[config.mk]
export PLATFORM = sky130hd
export DESIGN_NAME = btr_div
export DESIGN_NICKNAME = d
export VERILOG_FILES = /design/src/hdl/btr_div.sv
export SDC_FILE = /design/constraint.sdc
export NUM_CORES = 1
export LEC_CHECK = 0
export ABC_CLOCK_PERIOD_IN_PS = 13800
export BUFFER_PORTS_ARGS = -buffer_cell sky130_fd_sc_hd__buf_2
export CAP_MARGIN = 20
export CORE_MARGIN = 1.5
export CORE_UTILIZATION = 40
export CTS_CLUSTER_DIAMETER = 150
export CTS_CLUSTER_SIZE = 20
export DETAILED_ROUTE_END_ITERATION = 7
export PLACE_DENSITY_LB_ADDON = 0.05
export SLEW_MARGIN = 40
export SYNTH_ARGS = -nofsm -noshare
export SYNTH_HDL_FRONTEND = slang
export SYNTH_SLANG_ARGS = --single-unit
[constraint.sdc]
create_clock -name clk_i -period 13.8 [get_ports clk_i]
set_clock_uncertainty 0.05 [all_clocks]
set_input_delay 0 -clock clk_i [delete_from_list [all_inputs] [get_ports clk_i]]
set_output_delay 0 -clock clk_i [all_outputs]
set_load 0.05 [all_outputs]
[src/hdl/btr_div.sv]
// pipelined restoring divider, SPS quotient bits per stage
// stage enables come from the top level; uses no package items
`timescale 1ns / 1ps
module btr_div #(
  parameter int NS  = 8,
  parameter int SPS = 4,
  parameter int DW  = 29,
  parameter int VW  = 9
) (
  input  logic              clk_i,
  input  logic [NS-1:0]     en_i,
  input  logic [DW-1:0]     dividend_i,
  input  logic [VW-1:0]     divisor_i,
  output logic [NS*SPS-1:0] quotient_o
);

  localparam int PW = NS * SPS;

  logic [VW-1:0] rem_q [NS];
  logic [PW-1:0] dvd_q [NS];
  logic [PW-1:0] quo_q [NS];
  logic [VW-1:0] rem_d [NS];
  logic [PW-1:0] dvd_d [NS];
  logic [PW-1:0] quo_d [NS];

  for (genvar j = 0; j < NS; j++) begin : g_stage
    always_comb begin
      logic [VW:0] t;
      logic [VW-1:0] rem;
      logic [PW-1:0] dvd;
      logic [PW-1:0] quo;
      if (j == 0) begin
        rem = '0;
        dvd = PW'(dividend_i);
        quo = '0;
      end else begin
        rem = rem_q[j-1];
        dvd = dvd_q[j-1];
        quo = quo_q[j-1];
      end
      for (int s = 0; s < SPS; s++) begin
        t   = {rem, dvd[PW-1]};
        dvd = {dvd[PW-2:0], 1'b0};
        if (t >= {1'b0, divisor_i}) begin
          t   = t - {1'b0, divisor_i};
          quo = {quo[PW-2:0], 1'b1};
        end else begin
          quo = {quo[PW-2:0], 1'b0};
        end
        rem = t[VW-1:0];
      end
      rem_d[j] = rem;
      dvd_d[j] = dvd;
      quo_d[j] = quo;
    end

    always_ff @(posedge clk_i) begin
      if (en_i[j]) begin
        rem_q[j] <= rem_d[j];
        dvd_q[j] <= dvd_d[j];
        quo_q[j] <= quo_d[j];
      end
    end
  end

  assign quotient_o = quo_q[NS-1];

endmodule

Yosys cells after proc, flatten, opt, wreduce, memory -nomap -nowiden
Memory sizes are Yosys's and may differ from the RTL's.
Index checks and enable logic that the tools add are counted.
- bits in registers: 0
- memory bits (writable): 552
- output and inout bits: 32
- memories: 3
- $add $sub $neg: 32
- $lt $le $gt $ge: 32
- multiplexer cells: 80
- memories (memory ; words ; bits a word ; rd ports ; clocked after Yosys merged registers in ; wr ports ; RTL line ; source):
    quo_q ; 8 ; 32 ; 8 ; 0 ; 8 ; 21 ; logic [PW-1:0] quo_q [NS];
    dvd_q ; 8 ; 28 ; 7 ; 0 ; 8 ; 20 ; logic [PW-1:0] dvd_q [NS];
    rem_q ; 8 ; 9 ; 7 ; 0 ; 8 ; 19 ; logic [VW-1:0] rem_q [NS];
- operators with widths (kind ; count):
    greater-or-equal comparator 10 x 9 -> 1 bit ; 31
    2-to-1 mux 9 bit ; 32
    subtractor 9 bit ; 31
    2-to-1 mux 1 bit ; 48
    greater-or-equal comparator 1 x 9 -> 1 bit, first input constant ; 1
    subtractor 1 x 9 -> 9 bit, first input constant ; 1

Depth between registers and ports, before layout
An unclocked memory read counts as a cell.
- depth in word-level cells: 9
- gate-level depth with buffers: 39
- depth with buffers taken out: 36

Worst setup path after synthesis
Ideal clock, no wire load.
- kind: input to register
- start point: input divisor_i[1]
- end point: memory rem_q[3][2] (data pin)
- setup time: 260 ps
- data arrival time: 9004 ps
- data required time: 13490 ps
- slack: 4486 ps
- stages: 33
- buffers on the path: 1
- cells stage by stage: inv_1 fa_1 a211oi_1 nor2_1 o211a_1 nor2_1 mux2_2 ha_1 nand2b_1 a21oi_1 a41o_1 a221oi_1 and2_4 buf_6 clkinv_1 mux2_2 ha_1 or2_2 a21oi_1 a31oi_1 o21a_1 a2111oi_4 mux2i_1 fa_1 a21o_1 a21oi_1 o21ai_0 a21oi_1 o21ai_0 a211o_1 mux2i_1 clkinv_2 mux2_4
- RTL lines (element ; RTL line ; source):
    start, declared ; 13 ; input logic [VW-1:0] divisor_i,
    end, declared ; 19 ;

==> flow_metrics.env <==
export IMPL_die_y_um=247
export IMPL_core_area_um2=59000
export IMPL_synthMuxAreaShare_pct=8.96
export IMPL_tightest_slew_ns=0.792
export IMPL_drc=0
export IMPL_dp_hpwl_mm=42.0
export IMPL_critical_path_max_stage_delay_ns=0.75
export IMPL_syn_nets=2541
export IMPL_synth_area_leader_cell="edfxtp_1"
export IMPL_area_delta_synth_final_pct=9.98
export IMPL_io_buffers=78
export IMPL_numClockSinks=319
export IMPL_ys_seq_area_share_pct=40.1
export IMPL_nets=2676
export IMPL_end_kind="flip-flop"
export IMPL_wl_met3_mm=2.24
export IMPL_cp_arrival_ns=10.20
export IMPL_start_kind="flip-flop"
export IMPL_first_pass_iters=5
export IMPL_max_slew_margin_rel_pct=47.2
export IMPL_drt_total_wl_mm=58.0
export IMPL_synthAdderAreaFrac_pct=17.0
export IMPL_synth_most_common_cell="edfxtp_1"
export IMPL_rsz0062_at_grt="no"
export IMPL_worst_skew_pair_late_latency_ns=0.54
export IMPL_finalSetupTns_ns=0
export IMPL_die_width_um=247
export IMPL_grt_pass1_wl_mm=92.1
export IMPL_crit_type="flip-flop to flip-flop"
export IMPL_syn_area_per_cell_um2=10.9
export IMPL_slew_viol_final=0
export IMPL_synth_area_leaders="edfxtp_1 (40%), ha_1 (15%), mux2_2 (6.8%), xnor2_1 (3.7%), a21oi_1 (3.3%)"
export IMPL_num_rows=89
export IMPL_synthTopCellsByCount="edfxtp_1 (319), ha_1 (279), nor2_1 (165), a21oi_1 (157), mux2_2 (144)"
export IMPL_gr_usage_all_layers_pct=19.0
export IMPL_synth_xor_area_share_pct=6.41
export IMPL_syn_inst=2187
export IMPL_synth_top_area_share_pct=40.1
export IMPL_syn_area_um2=23900
export IMPL_finalSetupViolations=0
export IMPL_ant_nets=0
export IMPL_status="finished clean"
export IMPL_cts_tree="done"
export IMPL_cts_buffers=19
export IMPL_slowest_stage="a2111oi_4"
export IMPL_wl_per_cell_um=18.7
export IMPL_clk_path_buf_depth=3
export IMPL_top_layer_used="met4"
export IMPL_final_util_pct=44.5
export IMPL_crit_family="compound AO/OA/AOI/OAI gates"
export IMPL_grt_pass1_vias=16929
export IMPL_ys_seq_elements=319
export IMPL_crit_path_max_fanout=10
export IMPL_drive_gt1_share_pct=13.3
export IMPL_ios=79
export IMPL_synthDistinctLibCells=75
export IMPL_synthArstFlopShare_pct=0
export IMPL_maxCapViolCount=0
export IMPL_drtIter0Drc=905
export IMPL_grt_antenna_before_repair=0
export IMPL_cts_clk_slew_worst_paths_ns=0.10
export IMPL_via_per_inst=5.52
export IMPL_cp_required_ns=14.04
export IMPL_yosysWarnings=0
export IMPL_vias=17083
export IMPL_clockRootBuffer="clkbuf_16"
export IMPL_synth_compound_area_share_pct=14.8
export IMPL_ys_flop_type="edfxtp_1"
export IMPL_grt_overflow_total=0
export IMPL_dieArea_um2=61200
export IMPL_grt_max_degree=42
export IMPL_cts_resized=0
export IMPL_synth_simple_area_share_pct=10.1
export IMPL_period_share_pct=72.2
export IMPL_synth_edf_count=319
export IMPL_cp_buffers_inverters=4
export IMPL_cts_max_level=1
export IMPL_synth_top_family_by_area="adder cells"
export IMPL_start_util_pct=40.5
export IMPL_fmax_mhz=100
export IMPL_met2_length_mm=26.4
export IMPL_final_hold_viol_count=0
export IMPL_hp_class="input port to flip-flop"
export IMPL_gp_congestion=0.873
export IMPL_num_antenna_cells=0
export IMPL_drt_met1_wl_mm=28.0
export IMPL_period_needed_ns=9.96
-- cell families (layout without fill, tap and decap cells) --
kind of cell / after synthesis / count (layout)
and+or+nand+nor: 488 / 488
muxes: 192 / 192
AOI/OAI and AO/OA: 542 / 542
xor gates and xnor gates: 175 / 175
DFF: 319 / 319
buffers and inverters: 164 / 298
adders and majority gates: 307 / 307
-- area by class of cell --
type                       instances  area [um2]
timing repair buffer             137         986
tap                              773         967
clock buffer                      20         479
sequential                       319        9580
multi-input combinational       1704       13700
inverter                         141         531
fill                            5635       32700
-- state kept, by name (all words and copies together), names as in the netlist --
signal / flops
dvd_q: 112
quo_q: 144
rem_q: 63
-- metrics by stage --
step	setup slack (ns)	hold WS (ns)	cell area, um2	cells
6_report	3.84	0.0597	26300	3094
3_3_place_gp	4.10	0.127	25400	3038
3_5_place_dp	3.81	0.128	25400	3038
5_1_grt	2.97	0.0735	26300	3094
2_1_floorplan	4.49	0.0489	23900	2187
4_1_cts	3.82	0.0422	26300	3094
-- layout by cell type, fill, tap and decap left out, types with 9 or more instances in the layout --
master and instances:
nor2_1 165, buf_4 24, ha_1 279, inv_1 131, o41ai_1 9, or3_1 10, nand3_1 24, and3_1 11
dlygate4sd3_1 36, fa_1 28, o21bai_1 18, clkbuf_16 19, xor2_1 75, a21boi_0 10, nand4_1 41, a211oi_1 26
edfxtp_1 319, or2_2 14, a21o_1 63, nand2_1 72, nor3_1 51, a21oi_1 156, o21ai_0 101, o31ai_1 16
buf_2 73, mux2i_1 40, xnor2_1 100, nand2b_1 22, nor2b_1 38, o21a_1 32, and2_1 11, o211ai_1 10
mux2_2 144, a31oi_1 19
-- worst paths after layout --
check / from / end / slack, ns / cells after the start
min reg2reg: quo_q[1][41]$_DFFE_PP_ / quo_q[1][77]$_DFFE_PP_ / 0.36 / 0
max: dvd_q[2][27]$_DFFE_PP_ / rem_q[3][3]$_DFFE_PP_ / 3.84 / 34
max reg2reg: dvd_q[2][27]$_DFFE_PP_ / rem_q[3][3]$_DFFE_PP_ / 3.84 / 34
min: en_i[2] / quo_q[0][75]$_DFFE_PP_ / 0.06 / 2
-- repair_timing --
item	CTS	global route
hold endpoints to repair	238	0
hold buffers	36	0
setup buffers	0	0
-- routing by layer --
metal / track usage (%) / up-vias
met5: 0 / -
met4: 4.94 / 0
met3: 2.08 / 64
met2: 31.7 / 305
met1: 26.3 / 8178
li1: - / 8536
Power is not shown: default switching activity piles up to over one toggle a cycle in this logic, so the estimate is an artifact.
